### src/design/rse_pkg.sv
package rse_pkg;

	localparam int MEM_WORDS = 4096;
	localparam int MEM_AW    = $clog2(MEM_WORDS);
	localparam int NUM_OPS   = 10;
	localparam int OPC_W     = $clog2(NUM_OPS);
	localparam int PC_W      = 12;
	localparam int PL_W      = 13;
	localparam logic [4:0] ZERO_REG = 5'd31;

	typedef enum logic [3:0] {
		OP_ADD   = 4'd0,
		OP_ADDI  = 4'd1,
		OP_SUB   = 4'd2,
		OP_MUL   = 4'd3,
		OP_BEQ   = 4'd4,
		OP_BNE   = 4'd5,
		OP_SLT   = 4'd6,
		OP_J     = 4'd7,
		OP_LW    = 4'd8,
		OP_SW    = 4'd9,
		OP_LABEL = 4'd10
	} op_t;

	typedef enum logic [1:0] {
		ST_OK         = 2'd0,
		ST_ZERO_WRITE = 2'd1,
		ST_NO_LABEL   = 2'd2,
		ST_BAD_MEM    = 2'd3
	} status_t;

	// decoded instruction as it travels from the front to the back
	typedef struct packed {
		op_t             op;
		logic            known_op;
		logic            writes_reg;
		logic            is_br;
		logic            is_j;
		logic            is_mem;
		logic [4:0]      rd;
		logic [4:0]      rs;
		logic [4:0]      rb;
		logic [31:0]     imm;
		logic            use_reg;
		logic [PC_W-1:0] target;
		logic            known;
	} dec_t;

	typedef struct packed {
		status_t         status;
		logic [PC_W-1:0] next_pc;
		logic [31:0]     write_value;
		logic [31:0]     cycle_total;
	} res_t;

endpackage

### src/design/rse_outq.sv
module rse_outq (
	input  logic          clk,
	input  logic          arst_n,
	input  logic          wr,
	input  rse_pkg::res_t din,
	output logic          full,
	input  logic          pop,
	output logic          empty,
	output rse_pkg::res_t dout
);
	import rse_pkg::*;

	res_t       q_q [2];
	logic       wr_ptr_q;
	logic       rd_ptr_q;
	logic [1:0] cnt_q;
	logic       rd;

	assign full  = (cnt_q == 2'd2);
	assign empty = (cnt_q == 2'd0);
	assign dout  = q_q[rd_ptr_q];
	assign rd    = pop && !empty;

	always_ff @(posedge clk) begin
		if (wr) begin
			q_q[wr_ptr_q] <= din;
		end
	end

	always_ff @(posedge clk or negedge arst_n) begin
		if (!arst_n) begin
			wr_ptr_q <= 1'b0;
			rd_ptr_q <= 1'b0;
			cnt_q    <= 2'd0;
		end else begin
			if (wr) wr_ptr_q <= !wr_ptr_q;
			if (rd) rd_ptr_q <= !rd_ptr_q;
			cnt_q <= cnt_q + 2'(wr) - 2'(rd);
		end
	end

endmodule

### config.mk
export PLATFORM = sky130hd
export DESIGN_NAME = rse_outq
export DESIGN_NICKNAME = d
export VERILOG_FILES = /design/src/design/rse_pkg.sv /design/src/design/rse_outq.sv
export SDC_FILE = /design/constraint.sdc
export NUM_CORES = 1
export LEC_CHECK = 0
export ABC_AREA = 1
export BUFFER_PORTS_ARGS = -buffer_cell sky130_fd_sc_hd__buf_2
export CORE_MARGIN = 2
export CORE_UTILIZATION = 58
export CTS_BUF_LIST = sky130_fd_sc_hd__clkbuf_8
export CTS_CLUSTER_DIAMETER = 200
export CTS_CLUSTER_SIZE = 24
export DETAILED_ROUTE_END_ITERATION = 16
export PLACE_DENSITY = 0.95
export SYNTH_ARGS = -nofsm -noshare
export SYNTH_HDL_FRONTEND = slang
export SYNTH_SLANG_ARGS = --single-unit
### constraint.sdc
create_clock -name clk -period 9.22 [get_ports clk]
set_input_delay 0.461 -clock clk [delete_from_list [all_inputs] [get_ports clk]]
set_output_delay 0.461 -clock clk [all_outputs]
set_load 0.01 [all_outputs]
==> key figures, run 1 <==
Yosys
  – Synth Cell Area: a little under 6000 um^2
  – Yosys top cell by area: edfxtp_1
  – Syn Inst Count: 438
  – Mean area per synthesized cell: 13.47 um^2
  – Cell variety after synth: 12
  – Post-synth top area share: between 70% and 80%
  – Synth Register Bits: 160
  – Synth area leaders: edfxtp_1 79%, nand2_1 16%, dfrtp_1 1.7%
  – Synth Warn #: 0
  – Sequential-to-total area share from yosys stat: between 80% and 90%
  – Syn nets: 522

STA
  – RSZ-0062 raised after global routing: false
  – Clock Skew: between 0.006 and 0.007 ns
  – Hold Slack: about 0.21 ns
  – Ratio of final minimum period to clock period: a little under a third
  – Final Hold Vio Count: 0
  – Crit path time final: around 2.9 ns
  – Final setup violation count: 0
  – Setup ws final: ~6.3 ns
  – Max transition margin: between 30% and 40%
  – Max Clk Rate: 0.3473 GHz
  – Sum Neg Setup Slack: 0 ns
  – Final Max Tran Viols: 0
  – Tightest Pin Transition: roughly 0.95 ns

Setup path
  – Startpoint Class: flop
  – Worst path required time: 8.76 ns
  – Max Fanout on Critical Path: 80
  – Crit path DAT: ~2.4 ns
  – Kind of critical path: reg2out
  – CP endpoint kind: primary output

Placed design
  – Place WS: 6.728 ns
  – Gpl congestion: 0.7103
  – Number of port buffers: about 160
  – Inst Count DP: 718
  – Detailed placement HPWL: roughly 7400 um

CTS
  – H-Tree Depth: 4
  – Clk buf depth: 2
  – Clk sink count: 160
  – Post-CTS Setup Bufs: 0
  – Number of CTS-inserted buffers: 17
  – TritonCTS clock tree: done
  – Post-CTS Resized: 0
  – Clock latency on the worst-skew pair: around 0.43 ns
  – Root Buffer Master: clkbuf_8
  – Clk slew on worst S/H paths: 0.08 ns

Detailed routing
  – Pre-antenna DRT Iters: 6
  – Antenna-violating nets left: 0
  – Number of DRC markers in iteration 0: 274
  – Vias/cell: 5.082
  – Routed vias: about 3.8k
  – DRT Wirelength: about 12000 um
  – Wirelength per Cell: ~15 um
  – # DRC: 0

Layout
  – FILL cells: 645
  – Syn-to-layout area delta: 22.22%
  – Commonest non-fill, non-tap cell in the layout: nand2_1
  – Fin util: between 70% and 80%
  – Most frequent cells in the layout: 244 x nand2_1, 161 x buf_2, 156 x edfxtp_1
  – N_diodes: 0
  – # nets final: 689
  – Reg area: between 4000 and 5000 um^2
  – Non-filler cells, final: around 750
  – Area of the multi-input gates: around 1000 um^2
  – Layout cell share with drive strength beyond 1: approximately a third

GRT
  – Antenna violations before repair: 0
  – Tot GR Track Use: 21.66%
  – Busiest grt layer: met2
  – First-pass GRT wire length: between 15000 and 20000 um
  – Grt total ovfl: 0
  – Largest net degree at the start of global routing: just over 80
  – Met3 GRT Util: roughly 6.9%
  – Number of global-route vias before repair: 3838
  – GR Util met1: 24.09%
  – Met2 Use GR: between 30 and 40%

Floorplanning
  – Die X: 104.9 um
  – Core Region: 9819 um^2
  – Row cnt: 36
  – DIE AREA: 11000 um^2
  – Die H: between 100 and 150 um
  – I/O pin cnt: between 150 and 200
  – Initial Util: 60.09%

Worst hold path
  – Hold Path Class: in2reg

Power and ir drop
  – Static leakage: 3.180 nW
  – Pwr dens: slightly above 300 nW/um^2
  – Peak supply drop: roughly 200 uV

Status
  – Status: completed

Run
  – Max-cap violations: 0
through the flow:
| step | cell area, um^2 | power [mW] |
|---|---|---|
| after floorplan | 5901 | 1.455 |
| after global placement | 6797 | 1.686 |
| after detailed placement | 6797 | 1.721 |
| after CTS | 7212 | 2.239 |
| after global routing | 7212 | 2.343 |
| final | 7212 | 2.222 |
flip-flops by register name, summed over array words and instances, names as in the netlist:
name      count
q_q         156
wr_ptr_q      1
cnt_q         2
rd_ptr_q      1
power by group:
part / internal, mW / leakage [nW] / total (mW) / switching, mW
registers: 0.967 / 1.51 / 1.00 / 0.0365
logic: 0.224 / 1.46 / 0.699 / 0.474
clock network: 0.288 / 0.206 / 0.520 / 0.231
metal layers:
layer	wire length, um	share of wire, %	vias to the layer above
met5	0	0	-
met4	116	1.0	0
met3	800	6.9	11
met2	6334	55	152
met1	4323	37	1844
li1	-	-	1794
final cells by class:
type | instances | area share, %
sequential | 160 | 66.36
inverter | 10 | 0.5725
timing repair buffer | 165 | 11.62
clock buffer | 17 | 3.244
multi-input combinational | 251 | 13.51
clock inverter | 12 | 2.377
tap | 133 | 2.307
synthesized netlist by cell type:
library cell and count:
xor2_1 1, buf_2 12, nand3_1 2, nor2_1 2
ha_1 2, dfrtp_1 4, inv_1 9, nand2_1 244
edfxtp_1 156, inv_4 1, buf_6 3, buf_4 2
repair_timing:
item | CTS | global route
endpoints found under the setup margin | 0 | 0
hold buffers | 1 | 0
hold endpoints to repair | 4 | 0
cells by family (layout without fill, tap and decap cells):
group	after synthesis	in the layout	synth area share, %
and+or+nand+nor	248	248	15.82
DFF	160	160	81.09
buffers and inverters	27	204	2.523
adders and majority gates	2	2	0.4240
xor gates and xnor gates	1	1	0.1485
worst max-delay path, stage by stage (launching register included):
cell     delay [ns]
dfrtp_2        0.34
buf_4          0.66
inv_4          0.52
nand2_1        0.21
nand2_1        0.08
buf_2          0.15
worst paths after layout:
path                       startpoint  slack (ns)  cells past startpoint         end
max                          rd_ptr_q        6.34                      5    dout[74]
min in group asynchronous      arst_n        0.36                      2    cnt_q[0]
max reg2reg                  wr_ptr_q        6.98                      2  q_q[0][20]
max in group asynchronous      arst_n        8.72                      2    rd_ptr_q
min reg2reg                  wr_ptr_q        0.55                      1    wr_ptr_q
min                           din[72]        0.21                      1  q_q[1][72]
Power figures use the tool's default switching activity.
==> run 2: changes to the inputs <==
- CORE_UTILIZATION: 58 -> 54
- PLACE_DENSITY: 0.95 -> 0.91
- clock period: 9.22 -> 2.68 ns (I/O delays scaled with it)
==> run 2 against run 1 <==
Register-to-register slack worse by 6.0 ns. Largest cell class unchanged. Clock power grew to 3.5 times the previous value. Highest routed layer unchanged. Core utilization is 1.5 points higher. Critical endpoint is now dout[43]. Non-clock buffer count is 81 higher. Sequential share of layout area is 6.9 points lower. Design area is 12% higher.
==> key figures, run 2 (same netlist as run 1, synthesis figures left out) <==
CTS
  – Number of CTS-inserted buffers: 17 (unchanged)
  – Root Buffer Master: clkbuf_8
  – Post-CTS Setup Bufs: 0 (unchanged)
  – Post-CTS Resized: 0 (unchanged)
  – TritonCTS clock tree: done
  – Clock latency on the worst-skew pair: 0.43 ns (about the same)
  – Clk slew on worst S/H paths: 0.08 ns (about the same)
  – Clk sink count: 160 (unchanged)
  – H-Tree Depth: 4 (unchanged)
  – Clk buf depth: 2 (unchanged)

Power and ir drop
  – Peak supply drop: 545.3 uV (+170%)
  – Clk network pwr share: 23.2% (-0.2 points)
  – Int Power: 5.179 mW (+250%)
  – Pwr dens: 972.6 nW/um^2 (+220%)
  – Switching portion of total power: 33.84% (+0.44 points)
  – Share of total power in sequential cells: 44.2% (-1.0 points)
  – Logic pwr share: 32.6% (+1.2 points)
  – Static leakage: 3.532 nW (+11%)
  – P_sw: 2.649 mW (+260%)

Layout
  – Max reg flops: 156 (unchanged)
  – # nets final: 770 (+12%)
  – Final instance area: 8049 um^2 (+12%)
  – Biggest regs: q_q x156, cnt_q x2
  – Layout cell share with drive strength beyond 1: 27.90% (-3.8 points)
  – Syn-to-layout area delta: 36.41%
  – Commonest non-fill, non-tap cell in the layout: nand2_1
  – Largest register by flop count: q_q
  – Most frequent cells in the layout: 244 x nand2_1, 161 x buf_2, 156 x edfxtp_1
  – Non-filler cells, final: 839 (+12%)
  – N_diodes: 0 (unchanged)

Floorplanning
  – Die H: 108.5 um (+3.5%)
  – DIE AREA: 11780 um^2 (+7.1%)
  – Initial Util: 54.91% (-5.2 points)
  – Die X: 108.5 um (+3.5%)
  – I/O pin cnt: 162 (unchanged)
  – Core Region: 10750 um^2 (+9.4%)
  – Row cnt: 38 (+5.6%)

Placed design
  – Detailed placement HPWL: 7114 um (-4.4%)
  – Inst Count DP: 726 (+1.1%)
  – DP Area: 6825 um^2 (+0.42%)
  – Number of port buffers: 161 (unchanged)
  – Gpl congestion: 0.7503 (+5.6%)

GRT
  – Antenna violations before repair: 0 (unchanged)
  – Grt total ovfl: 0 (unchanged)
  – Tot GR Track Use: 23.55% (+1.9 points)
  – Number of global-route vias before repair: 4338 (+13%)
  – Largest net degree at the start of global routing: 80 (-1.2%)
  – First-pass GRT wire length: 20560 um (+15%)

STA
  – Crit path time final: approximately 2.1 ns
  – Ratio of final minimum period to clock period: about four fifths
  – Sum Neg Setup Slack: 0 ns (unchanged)
  – Final setup violation count: 0 (unchanged)
  – Tightest Pin Transition: 0.8194 ns (-0.1317 ns)
  – Max Clk Rate: between 0.4 and 0.5 GHz
  – Max transition margin: 45.37% (+8.9 points)
  – RSZ-0062 raised after global routing: false
  – Final Max Tran Viols: 0 (unchanged)
  – Final Hold Vio Count: 0 (unchanged)
  – Clock Skew: 0.007135 ns (+0.0004989 ns)

Detailed routing
  – Antenna-violating nets left: 0 (unchanged)
  – Pre-antenna DRT Iters: 5 (-1)
  – Number of DRC markers in iteration 0: 238 (-13%)
  – Wirelength per Cell: 16.05 um (+3.7%)
  – Routed vias: 4163 (+9.5%)
  – DRT Wirelength: 13460 um (+16%)
  – # DRC: 0 (unchanged)
  – Vias/cell: 4.962 (-2.4%)

Setup path
  – Startpoint Class: flop
  – Flop2flop setup slack: 0.94 ns (-6.04 ns)
  – CP endpoint kind: primary output
  – Kind of critical path: reg2out
  – Worst path required time: 2.55 ns (-6.21 ns)
  – Crit. Startpoint: rd_ptr_q
  – Start of the worst register-to-register path: wr_ptr_q
  – Reg2reg path depth: 3 (+1)
  – CP endpoint: dout[43]
  – Max Fanout on Critical Path: 79 (-1.3%)
  – Reg2reg end: q_q[1][1]
  – Crit path DAT: 1.98 ns (-0.44 ns)

Worst hold path
  – Hold Path Class: in2async

Status
  – Status: completed

Run
  – Max-cap violations: 0 (unchanged)
run 2: worst min-delay path by stage:
stage / startpoint / end / slack, ns / depth (start not counted)
floorplan: arst_n / cnt_q[0] / -0.16 / 0
global placement: arst_n / cnt_q[0] / -0.06 / 1
detailed placement: arst_n / wr_ptr_q / -0.06 / 1
CTS: arst_n / rd_ptr_q / 0.03 / 2
global route: arst_n / cnt_q[1] / 0.03 / 2
finish: arst_n / rd_ptr_q / 0.04 / 2
run 2: per-layer routing:
| layer | up-vias | GRT usage [%] | routed length (um) |
|---|---|---|---|
| li1 | 1960 | - | - |
| met1 | 2000 | 26.02 | 4804 |
| met2 | 183 | 44.15 | 7578 |
| met3 | 20 | 5.967 | 873 |
| met4 | 0 | 7.418 | 205 |
| met5 | - | 0 | 0 |
run 2: final cells by class:
cell class,count,area [um^2]
Clock buffer,17,234.0
Clock inverter,15,178.9
Fill cell,634,2696
Inverter,10,41.29
Multi-Input combinational cell,251,974.7
Sequential cell,160,4786
Tap cell,140,175.2
Timing Repair Buffer,246,1659
run 2: worst max-delay path, stage by stage, from the launching register on:
cell	delay [ns]
dfrtp_2	0.42
inv_4	0.57
nand2_1	0.19
nand2_1	0.17
buf_2	0.15
run 2: what timing repair did:
| action | 4_1_cts | 5_1_grt |
|---|---|---|
| setup endpoints to repair | 0 | 0 |
| hold buffers | 81 | 0 |
| hold endpoints to repair | 163 | 0 |
run 2: power groups by stage:
| stage | Combinational [mW] | Clock, mW | Sequential, mW |
|---|---|---|---|
| after floorplan | 1.50 | 0 | 3.48 |
| after global placement | 2.32 | 0 | 3.48 |
| after detailed placement | 2.41 | 0 | 3.50 |
| after CTS | 2.51 | 1.83 | 3.45 |
| after global routing | 2.83 | 1.95 | 3.50 |
| final | 2.55 | 1.82 | 3.46 |
run 2: stage by stage:
| step | setup slack (ns) | utilization [%] | hold WS [ns] | power, mW |
|---|---|---|---|---|
| floorplan | 0.2651 | - | -0.1616 | 4.988 |
| global placement | 0.9695 | 63.52 | -0.05767 | 5.799 |
| detailed placement | 0.9377 | 63.52 | -0.05602 | 5.913 |
| CTS | 0.6136 | 74.91 | 0.03269 | 7.792 |
| global route | 0.4031 | 74.91 | 0.03098 | 8.271 |
| finish | 0.5694 | 74.91 | 0.03958 | 7.828 |
