`src/design/rse_pkg.sv`:
```
package rse_pkg;

	localparam int MEM_WORDS = 4096;
	localparam int MEM_AW    = $clog2(MEM_WORDS);
	localparam int NUM_OPS   = 10;
	localparam int OPC_W     = $clog2(NUM_OPS);
	localparam int PC_W      = 12;
	localparam int PL_W      = 13;
	localparam logic [4:0] ZERO_REG = 5'd31;

	typedef enum logic [3:0] {
		OP_ADD   = 4'd0,
		OP_ADDI  = 4'd1,
		OP_SUB   = 4'd2,
		OP_MUL   = 4'd3,
		OP_BEQ   = 4'd4,
		OP_BNE   = 4'd5,
		OP_SLT   = 4'd6,
		OP_J     = 4'd7,
		OP_LW    = 4'd8,
		OP_SW    = 4'd9,
		OP_LABEL = 4'd10
	} op_t;

	typedef enum logic [1:0] {
		ST_OK         = 2'd0,
		ST_ZERO_WRITE = 2'd1,
		ST_NO_LABEL   = 2'd2,
		ST_BAD_MEM    = 2'd3
	} status_t;

	// decoded instruction as it travels from the front to the back
	typedef struct packed {
		op_t             op;
		logic            known_op;
		logic            writes_reg;
		logic            is_br;
		logic            is_j;
		logic            is_mem;
		logic [4:0]      rd;
		logic [4:0]      rs;
		logic [4:0]      rb;
		logic [31:0]     imm;
		logic            use_reg;
		logic [PC_W-1:0] target;
		logic            known;
	} dec_t;

	typedef struct packed {
		status_t         status;
		logic [PC_W-1:0] next_pc;
		logic [31:0]     write_value;
		logic [31:0]     cycle_total;
	} res_t;

endpackage

```
`src/design/rse_front.sv`:
```
module rse_front (
	input  logic                clk,
	input  logic                arst_n,
	input  logic                hold,
	input  logic                push,
	output logic                full,
	input  logic [3:0]          op,
	input  logic [4:0]          dest_reg,
	input  logic [4:0]          src_reg,
	input  logic [4:0]          third_reg,
	input  logic signed [31:0]  immediate,
	input  logic                use_register,
	input  logic [11:0]         target_index,
	input  logic                target_known,
	input  logic                deq,
	output logic                head_valid,
	output rse_pkg::dec_t       head
);
	import rse_pkg::*;

	dec_t       dec;
	dec_t       q_q [2];
	logic       wr_ptr_q;
	logic       rd_ptr_q;
	logic [1:0] cnt_q;
	logic       enq;

	always_comb begin
		dec            = '0;
		dec.op         = op_t'(op);
		dec.rd         = dest_reg;
		dec.rs         = src_reg;
		dec.imm        = immediate;
		dec.use_reg    = use_register;
		dec.target     = target_index;
		dec.known      = target_known;
		dec.known_op   = 1'b1;
		unique case (op_t'(op))
			OP_ADD, OP_ADDI, OP_SUB, OP_MUL, OP_SLT: dec.writes_reg = 1'b1;
			OP_LW: begin
				dec.writes_reg = 1'b1;
				dec.is_mem     = 1'b1;
			end
			OP_SW:          dec.is_mem = 1'b1;
			OP_BEQ, OP_BNE: dec.is_br  = 1'b1;
			OP_J:           dec.is_j   = 1'b1;
			OP_LABEL:       dec.known_op = 1'b1;
			default:        dec.known_op = 1'b0;
		endcase
		// second read port: compare/store source, else second operand
		dec.rb = (dec.is_br || dec.op == OP_SW) ? dest_reg : third_reg;
	end

	assign full       = hold || (cnt_q == 2'd2);
	assign enq        = push && !full;
	assign head_valid = (cnt_q != 2'd0);
	assign head       = q_q[rd_ptr_q];

	always_ff @(posedge clk) begin
		if (enq) begin
			q_q[wr_ptr_q] <= dec;
		end
	end

	always_ff @(posedge clk or negedge arst_n) begin
		if (!arst_n) begin
			wr_ptr_q <= 1'b0;
			rd_ptr_q <= 1'b0;
			cnt_q    <= 2'd0;
		end else begin
			if (enq) wr_ptr_q <= !wr_ptr_q;
			if (deq) rd_ptr_q <= !rd_ptr_q;
			cnt_q <= cnt_q + 2'(enq) - 2'(deq);
		end
	end

endmodule

```
`config.mk`:
```
export PLATFORM = sky130hd
export DESIGN_NAME = rse_front
export DESIGN_NICKNAME = d
export VERILOG_FILES = /design/src/design/rse_pkg.sv /design/src/design/rse_front.sv
export SDC_FILE = /design/constraint.sdc
export NUM_CORES = 1
export LEC_CHECK = 0
export BUFFER_PORTS_ARGS = -buffer_cell sky130_fd_sc_hd__buf_4
export CORE_MARGIN = 2
export CORE_UTILIZATION = 35
export DETAILED_ROUTE_END_ITERATION = 12
export PLACE_DENSITY = 0.57
export SYNTH_ARGS = -nofsm -noshare
export SYNTH_HDL_FRONTEND = slang
export SYNTH_SLANG_ARGS = --single-unit
```
`constraint.sdc`:
```
create_clock -name clk -period 5.35 [get_ports clk]
set_input_delay 0.8025 -clock clk [delete_from_list [all_inputs] [get_ports clk]]
set_output_delay 0.8025 -clock clk [all_outputs]
set_load 0.005 [all_outputs]
```
==> results.json, run 1 <==
{
  "status": "finished clean",
  "clockBufferDepth": 2,
  "crit_type": "reg -> out",
  "row_count": 45,
  "synth_edf_count": 140,
  "synthesis.nets": 324,
  "post_dp_cell_area_mm2": 0.00668,
  "ys_ff_latch": 144,
  "hold_viol": 0,
  "slew_headroom_pct": 34.6,
  "post_cts_buffers": 0,
  "first_pass_iters": 4,
  "powerDensity_mw_per_mm2": 486,
  "boundaryPins": 142,
  "cts_root_buf": "clkbuf_16",
  "final.period_utilization_pct": 54.0,
  "fin_worst_skew_ns": 0.00718,
  "grt_max_degree": 72,
  "synth_warnings": 0,
  "grt_pass1_wl_um": 15200,
  "insertion_delay_ns": 0.41,
  "yosysTopAreaCellShare_pct": 78.2,
  "ys_top_cells_by_area": "edfxtp_1, mux2_2, dfrtp_1, buf_2, xnor2_1",
  "htreeDepth": 4,
  "syn2layout_area_growth_pct": 35.5,
  "cp.arrival_ns": 2.08,
  "drc": 0,
  "routed_via_density": 4.55,
  "fmax_mhz": 346,
  "fin_nets": 480,
  "slew_violations": 0,
  "ys_seq_area_share_pct": 80.0,
  "synthArstFlopShare_pct": 2.78,
  "dieArea_mm2": 0.0164,
  "drive_gt1_share_pct": 60.1,
  "cts_tree": "built",
  "setup_slack_ns": 2.46,
  "drt_wl_total_um": 9880,
  "worst_setup_path_start_kind": "flip-flop",
  "yosysMostFrequentCell": "edfxtp_1",
  "cap_violations": 0,
  "hold_ws_ns": 0.174,
  "die_x_um": 128,
  "cpPeakStageDelay_ns": 1.07,
  "fin_area_mm2": 0.00728,
  "wl_per_cell_um": 16.2,
  "yosys-top-cells-count": "edfxtp_1, mux2_2, buf_2",
  "post-place-ws_ns": 2.84,
  "clock_sinks": 144,
  "die_height_um": 128,
  "grt_pass1_vias": 2983,
  "antenna_cells": 0,
  "synth.distinct_cells": 23,
  "netlist_area_mm2": 0.00538,
  "synth_area_per_cell_um2": 21.3,
  "fill_cells": 1289,
  "syn_inst": 252,
  "cp_num_buf_inv": 1,
  "crit_path_top_delay_cell": "dfrtp_4",
  "cp_max_fo": 71,
  "cp-end-kind": "output pin",
  "hold_path_class": "in -> async",
  "antenna_found_initial": 0,
  "vias": 2773,
  "multi_input_area_mm2": 0.00103,
  "postCtsHoldBufs": 0,
  "tns_ns": 0,
  "p_leak_nw": 2.70,
  "period_needed_ns": 2.89,
  "ys.flop_type": "edfxtp_1",
  "ir_worst_vdd_uv": 224,
  "setup_violations": 0,
  "numCtsBuffers": 17,
  "globalplace.congestion": 0.717,
  "core_area_mm2": 0.0151,
  "path_cells": "mux2_2 -> buf_4",
  "cts_resized": 0,
  "critPathTopFamily": "flip-flops",
  "drtAntennaViolNets": 0,
  "final_util_pct": 48.3,
  "portBuffers": 141,
  "initial_utilization_pct": 35.6,
  "dp_hpwl_um": 6180,
  "worst_ep_required_time_ns": 4.55,
  "globalRouteOverflowTotal": 0,
  "tightest_slew_ns": 0.982,
  "regArea_mm2": 0.00431,
  "drt_iter0_drc": 129,
  "path_clk_slew_ns": 0.06,
  "synth_top_area_cell": "edfxtp_1",
  "rsz0062_at_grt": "no",
  "grtUsageTotal_pct": 12.5
}
worst paths after layout:
kind                               start        to  slack [ns]  depth (start not counted)
worst max-delay path            rd_ptr_q  head[57]        2.46                          2
worst min-delay path              arst_n  wr_ptr_q        0.17                          1
worst max register to register  cnt_q[1]  cnt_q[1]        3.44                          7
worst min register to register  wr_ptr_q  wr_ptr_q        0.55                          1
max in group asynchronous         arst_n  rd_ptr_q        5.06                          1
min in group clk                wr_ptr_q  wr_ptr_q        0.55                          1
flip-flops by register name, summed over array words and instances, names as in the netlist:
name / flops
cnt_q: 2
q_q: 140
wr_ptr_q: 1
rd_ptr_q: 1
report_power, final:
group          internal [mW]  leakage [nW]  switching, mW
clock                  0.777         0.291          0.428
sequential              1.41          1.33          0.143
combinational          0.508          1.08          0.280
logic make-up after synthesis:
family          synth area share [%]
flops                           80.0
mux                             15.7
buf+inv                         1.07
simple gates                    1.07
compound gates                  1.00
xor+xnor                       0.652
fa+ha+maj                      0.465
final cells by class:
cell class / instances / area share [%]
inverters: 5 / 0.258
clock inverters: 11 / 2.23
clock buffers: 21 / 6.05
repair buffers: 145 / 14.9
flip-flops and latches: 144 / 59.1
multi-input cells: 95 / 14.2
well taps: 188 / 3.23
through the flow:
| step | total power, mW | std cells |
|---|---|---|
| 2_1_floorplan | 1.95 | 252 |
| 3_3_place_gp | 2.38 | 577 |
| 3_5_place_dp | 2.38 | 577 |
| 4_1_cts | 3.60 | 609 |
| 5_1_grt | 3.72 | 609 |
| 6_report | 3.54 | 609 |
metal layers:
layer | vias up | wire length (um) | share of wire (%) | global-route usage [%]
li1 | 1305 | - | - | -
met1 | 1370 | 4250 | 43 | 15.4
met2 | 90 | 4870 | 49 | 20.1
met3 | 8 | 649 | 6.6 | 5.18
met4 | 0 | 113 | 1.1 | 4.27
met5 | - | 0 | 0 | 0
cells in the final DEF (no fill, tap or decap), types with 2 or more instances in the layout:
cell	synthesis	routed
buf_4	0	145
edfxtp_1	140	140
mux2_2	73	73
clkbuf_16	0	17
inv_1	5	5
bufinv_16	0	4
clkbuf_1	1	4
xnor2_1	3	3
dfrtp_1	4	3
mux2_1	2	2
nor2_4	0	2
ha_1	2	2
clkinv_2	0	2
clkinv_1	0	2
Note: power is estimated with default switching activity, not from simulation.
==> run 2, diff against run 1 <==
Settings changed: ABC_AREA from default to 1, PLACE_DENSITY 0.57 to 0.58.
Clock period 5.35 ns to 2.5 ns, I/O delays scaled along.
==> run 2 against run 1 <==
  * Clock skew rose by 0.0033 ns
  * Clock power is 98% higher
  * Combinational power grew to 3.0 times the previous value
  * Register-to-register slack got worse by 2.6 ns
  * Synthesized cell count up 10%
  * Via count increased by 4.7%
==> results.json, run 2 <==
{
  "antenna_found_initial": 0,
  "powerDensity_mw_per_mm2": 1030,
  "initial_utilization_pct": 36.0,
  "ys_seq_area_share_pct": 74.7,
  "grt_pass1_wl_um": 16100,
  "place_inst": 633,
  "grtUsageTotal_pct": 12.4,
  "post_cts_buffers": 0,
  "hold_viol": 0,
  "synthArstFlopShare_pct": 2.78,
  "drtAntennaViolNets": 0,
  "first_pass_iters": 4,
  "globalRouteOverflowTotal": 0,
  "ys.flop_type": "edfxtp_1",
  "period_needed_ns": 2.04,
  "final_common_cell": "buf_4",
  "cp.arrival_ns": 1.66,
  "hold_path_class": "in -> reg",
  "routed_via_density": 4.36,
  "drc": 0,
  "slew_headroom_pct": 56.5,
  "globalplace.congestion": 0.767,
  "die_height_um": 132,
  "clockBufferDepth": 2,
  "ir_worst_vdd_uv": 420,
  "regMostFlops": "q_q",
  "synth_warnings": 0,
  "vias": 2902,
  "boundaryPins": 142,
  "ys_top_cells_by_area": "edfxtp_1, mux2_4, buf_12, dfrtp_1, nand2_1",
  "portBuffers": 141,
  "largest_reg_flops": 140,
  "row_count": 46,
  "yosysMostFrequentCell": "edfxtp_1",
  "cap_violations": 0,
  "final.period_utilization_pct": 81.6,
  "r2r_slack_ns": 0.82,
  "status": "finished clean",
  "grt_max_degree": 48,
  "dieArea_mm2": 0.0175,
  "synthesis.nets": 350,
  "crit_type": "reg -> out",
  "fin_cells": 665,
  "tightest_slew_ns": 0.653,
  "largestRegisters": "q_q: 140 flops, cnt_q: 2 flops",
  "worst_setup_path_start_kind": "flip-flop",
  "fin_nets": 509,
  "drive_gt1_share_pct": 55.7,
  "syn2layout_area_growth_pct": 31.9,
  "fmax_mhz": 490,
  "synth.distinct_cells": 18,
  "rsz0062_at_grt": "no",
  "ys_ff_latch": 144,
  "drt_iter0_drc": 127,
  "synth_edf_count": 140,
  "dp_hpwl_um": 6830,
  "synth_top_area_cell": "edfxtp_1",
  "netlist_area_mm2": 0.00576,
  "wl_per_cell_um": 15.9,
  "antenna_cells": 0,
  "hold_ws_ns": 0.142,
  "slew_violations": 0,
  "cp-end-kind": "output pin",
  "cp_max_fo": 36,
  "core_area_mm2": 0.0160,
  "grt_pass1_vias": 2970,
  "die_x_um": 132,
  "yosys-top-cells-count": "edfxtp_1, mux2_4, nand2_1",
  "fin_worst_skew_ns": 0.0104,
  "htreeDepth": 4,
  "syn_inst": 278,
  "yosysTopAreaCellShare_pct": 73.0,
  "synth_area_per_cell_um2": 20.7,
  "path_clk_slew_ns": 0.05,
  "cts_tree": "built",
  "final_cell_mix": "buf_4, edfxtp_1, mux2_4",
  "tns_ns": 0,
  "p_leak_nw": 3.07,
  "numCtsBuffers": 17,
  "worst_ep_required_time_ns": 2.12,
  "clock_sinks": 144,
  "insertion_delay_ns": 0.41,
  "drt_wl_total_um": 10600,
  "setup_violations": 0,
  "cts_root_buf": "clkbuf_16"
}
## run 2: kinds of logic (layout without fill, tap and decap cells)
kind of cell | Yosys count | count (layout) | synth area share [%]
buffers and inverters | 20 | 191 | 3.41
xor gates and xnor gates | 2 | 2 | 0.304
DFF | 144 | 144 | 74.7
adders and majority gates | 2 | 2 | 0.434
muxes | 70 | 70 | 18.2
AOI/OAI and AO/OA | 2 | 2 | 0.174
and+or+nand+nor | 38 | 38 | 2.78
## run 2: routing by layer
metal / vias up / GRT usage, % / wire [um]
li1: 1374 / - / -
met1: 1408 / 15.1 / 4610
met2: 102 / 19.3 / 5080
met3: 18 / 4.81 / 686
met4: 0 / 5.97 / 182
met5: - / 0 / 0
## run 2: layout make-up
class | instances | area, um^2
Multi-Input combinational cell | 114 | 1270
Clock buffer | 19 | 433
Clock inverter | 12 | 120
Timing Repair Buffer | 148 | 1150
Fill cell | 1402 | 8400
Sequential cell | 144 | 4310
Inverter | 12 | 46.3
Tap cell | 216 | 270
## run 2: worst max-delay path, cell delays in order, from the launching register on
cell,delay [ns]
dfrtp_4,0.44
buf_12,0.29
mux2_2,0.38
buf_4,0.14
## run 2: stage by stage
step / power [mW] / setup WS (ns) / utilization, % / cell area (um^2)
finish: 7.82 / 0.460 / 47.5 / 7600
global route: 8.20 / 0.393 / 47.5 / 7600
CTS: 7.95 / 0.424 / 47.5 / 7600
detailed placement: 5.55 / 0.730 / 44.0 / 7030
floorplan: 4.71 / 0.121 / - / 5770
global placement: 5.51 / 0.779 / 44.0 / 7030
## run 2: final timing paths
path                               to  depth (start not counted)  startpoint
min reg2reg                  cnt_q[0]                          1    cnt_q[0]
max                          head[69]                          3    rd_ptr_q
min in group asynchronous    cnt_q[1]                          2      arst_n
max in group asynchronous    rd_ptr_q                          2      arst_n
max reg2reg                q_q[0][42]                          4    cnt_q[1]
min                          rd_ptr_q                          2         deq
## run 2: where the power goes
part	total [mW]	switching (mW)	internal, mW
Clock	2.38	0.927	1.45
Sequential	3.10	0.0879	3.01
Combinational	2.35	0.958	1.39
Total	7.82	1.97	5.85
## run 2: what timing repair did
action | 4_1_cts | 5_1_grt
gates resized for setup | 0 | 0
hold buffers | 1 | 0
endpoints found under the hold margin | 4 | 0
==> run 3, diff against run 2 <==
Clock period 2.5 ns to 1.84 ns, I/O delays scaled along.
==> run 3 against run 2 <==
  * The run now ends with negative setup slack left
  * Sequential cell count unchanged
  * Final area rose by 5.0%
  * Critical path depth did not move
  * Die area is the same
  * Global-route usage is 0.16 points lower
  * Sequential share of layout area decreased by 2.7 points
  * Combinational power rose by 55%
  * Largest power group unchanged
==> results.json, run 3 (synthesized netlist as in run 2, its figures left out) <==
{
  "crit_type": "reg -> out",
  "power.total_mw": 11.4,
  "power_frac_comb_pct": 31.9,
  "final_common_cell": "edfxtp_1",
  "die_x_um": 132,
  "boundaryPins": 142,
  "fill_cells": 1389,
  "cts_root_buf": "clkbuf_16",
  "p_int_mw": 8.62,
  "cts_tree": "built",
  "drt_wl_total_um": 10500,
  "largest_reg_flops": 140,
  "htreeDepth": 4,
  "r2r-start": "cnt_q[1]",
  "drtAntennaViolNets": 0,
  "fin_cells": 669,
  "min_from": "target_index[11]",
  "cap_violations": 0,
  "slew_violations": 0,
  "p_sw_mw": 2.82,
  "cp-startpoint": "rd_ptr_q",
  "first_pass_iters": 4,
  "cpPeakStageDelay_ns": 0.54,
  "fin_area_mm2": 0.00798,
  "antenna_cells": 0,
  "final_util_pct": 49.8,
  "row_count": 46,
  "globalplace.congestion": 0.721,
  "core_area_mm2": 0.0160,
  "wl_per_cell_um": 15.7,
  "rsz0062_at_grt": "yes",
  "grt_pass1_wl_um": 16300,
  "hold_path_class": "in -> reg",
  "status": "complete, but fails checks",
  "slew_headroom_pct": 84.0,
  "worst_ep_required_time_ns": 1.56,
  "multi_input_area_mm2": 0.00128,
  "syn2layout_area_growth_pct": 38.4,
  "post_dp_cell_area_mm2": 0.00712,
  "final.period_utilization_pct": 102,
  "dieArea_mm2": 0.0175,
  "p_sw_share_pct": 24.7,
  "routed_via_density": 4.35,
  "regMostFlops": "q_q",
  "fin_nets": 512,
  "insertion_delay_ns": 0.41,
  "die_height_um": 132,
  "clockBufferDepth": 2,
  "drt_iter0_drc": 171,
  "clock_sinks": 144,
  "fmax_mhz": 531,
  "grtUsageTotal_pct": 12.2,
  "grt_max_degree": 38,
  "cp_max_fo": 23,
  "fin_worst_skew_ns": 0.00652,
  "tightest_slew_ns": 0.238,
  "setup_violations": 54,
  "grt_pass1_vias": 3156,
  "violations": "negative setup slack",
  "drc": 0,
  "powerDensity_mw_per_mm2": 1440,
  "cp.arrival_ns": 1.61,
  "cp_num_buf_inv": 2,
  "critPathTopFamily": "flip-flops",
  "power_frac_seq_pct": 36.9,
  "p_clk_share_pct": 31.2,
  "numCtsBuffers": 17,
  "vias": 2907,
  "final_cell_mix": "edfxtp_1, buf_4, mux2_4",
  "drive_gt1_share_pct": 56.7,
  "hold_viol": 0,
  "regArea_mm2": 0.00431,
  "globalRouteOverflowTotal": 0,
  "worst_setup_path_start_kind": "flip-flop",
  "portBuffers": 141,
  "p_leak_nw": 3.20,
  "place_inst": 635,
  "cp-end-kind": "output pin",
  "ir_worst_vdd_uv": 652,
  "largestRegisters": "q_q: 140 flops, cnt_q: 2 flops",
  "dp_hpwl_um": 7000,
  "path_cells": "buf_12 -> mux2_4 -> buf_6",
  "period_needed_ns": 1.88,
  "crit_path_top_delay_cell": "dfrtp_4",
  "initial_utilization_pct": 36.0,
  "path_clk_slew_ns": 0.06,
  "antenna_found_initial": 0,
  "setup_slack_ns": -0.0425
}
[run 3: stage by stage]
stage	setup slack, ns	hold slack, ns	setup TNS [ns]
4_1_cts	-0.0798	0.0261	-4.03
2_1_floorplan	-0.216	-0.0196	-29.88
6_report	-0.0425	0.0504	-1.49
3_5_place_dp	0.325	0.0743	0
3_3_place_gp	0.333	0.0764	0
5_1_grt	-0.104	0.0226	-5.53
[run 3: final timing paths]
path	slack, ns	to	cells after the start
max	-0.04	head[22]	3
min	0.05	q_q[0][12]	1
max reg2reg	0.43	q_q[0][6]	4
min reg2reg	0.48	wr_ptr_q	2
max in group asynchronous	1.52	rd_ptr_q	2
min in group asynchronous	0.21	wr_ptr_q	2
[run 3: per-layer routing]
metal | track usage (%) | share of wire [%] | wire length, um
met1 | 14.7 | 43 | 4480
met4 | 4.48 | 0.95 | 100
met3 | 5.04 | 6.9 | 723
met5 | 0 | 0 | 0
met2 | 19.6 | 49 | 5180
[run 3: cell type report]
type / count / area share [%]
clock inverters: 14 / 2.35
multi-input cells: 114 / 16.1
well taps: 216 / 3.39
flip-flops and latches: 144 / 54.0
repair buffers: 151 / 18.2
clock buffers: 18 / 5.38
inverters: 12 / 0.612
[run 3: timing repair]
action	4_1_cts	5_1_grt
hold buffers	1	0
endpoints found under the setup margin	68	69
endpoints found under the hold margin	4	0
resized for setup	60	0
buffers inserted	1	0
[run 3: power groups by stage]
stage                     Combinational, mW  Sequential, mW  Clock [mW]
after floorplan                        2.18            4.24           0
after global placement                 3.32            4.28           0
after detailed placement               3.33            4.31           0
after CTS                              3.73            4.24        3.66
after global routing                   3.89            4.27        3.80
final                                  3.65            4.23        3.57
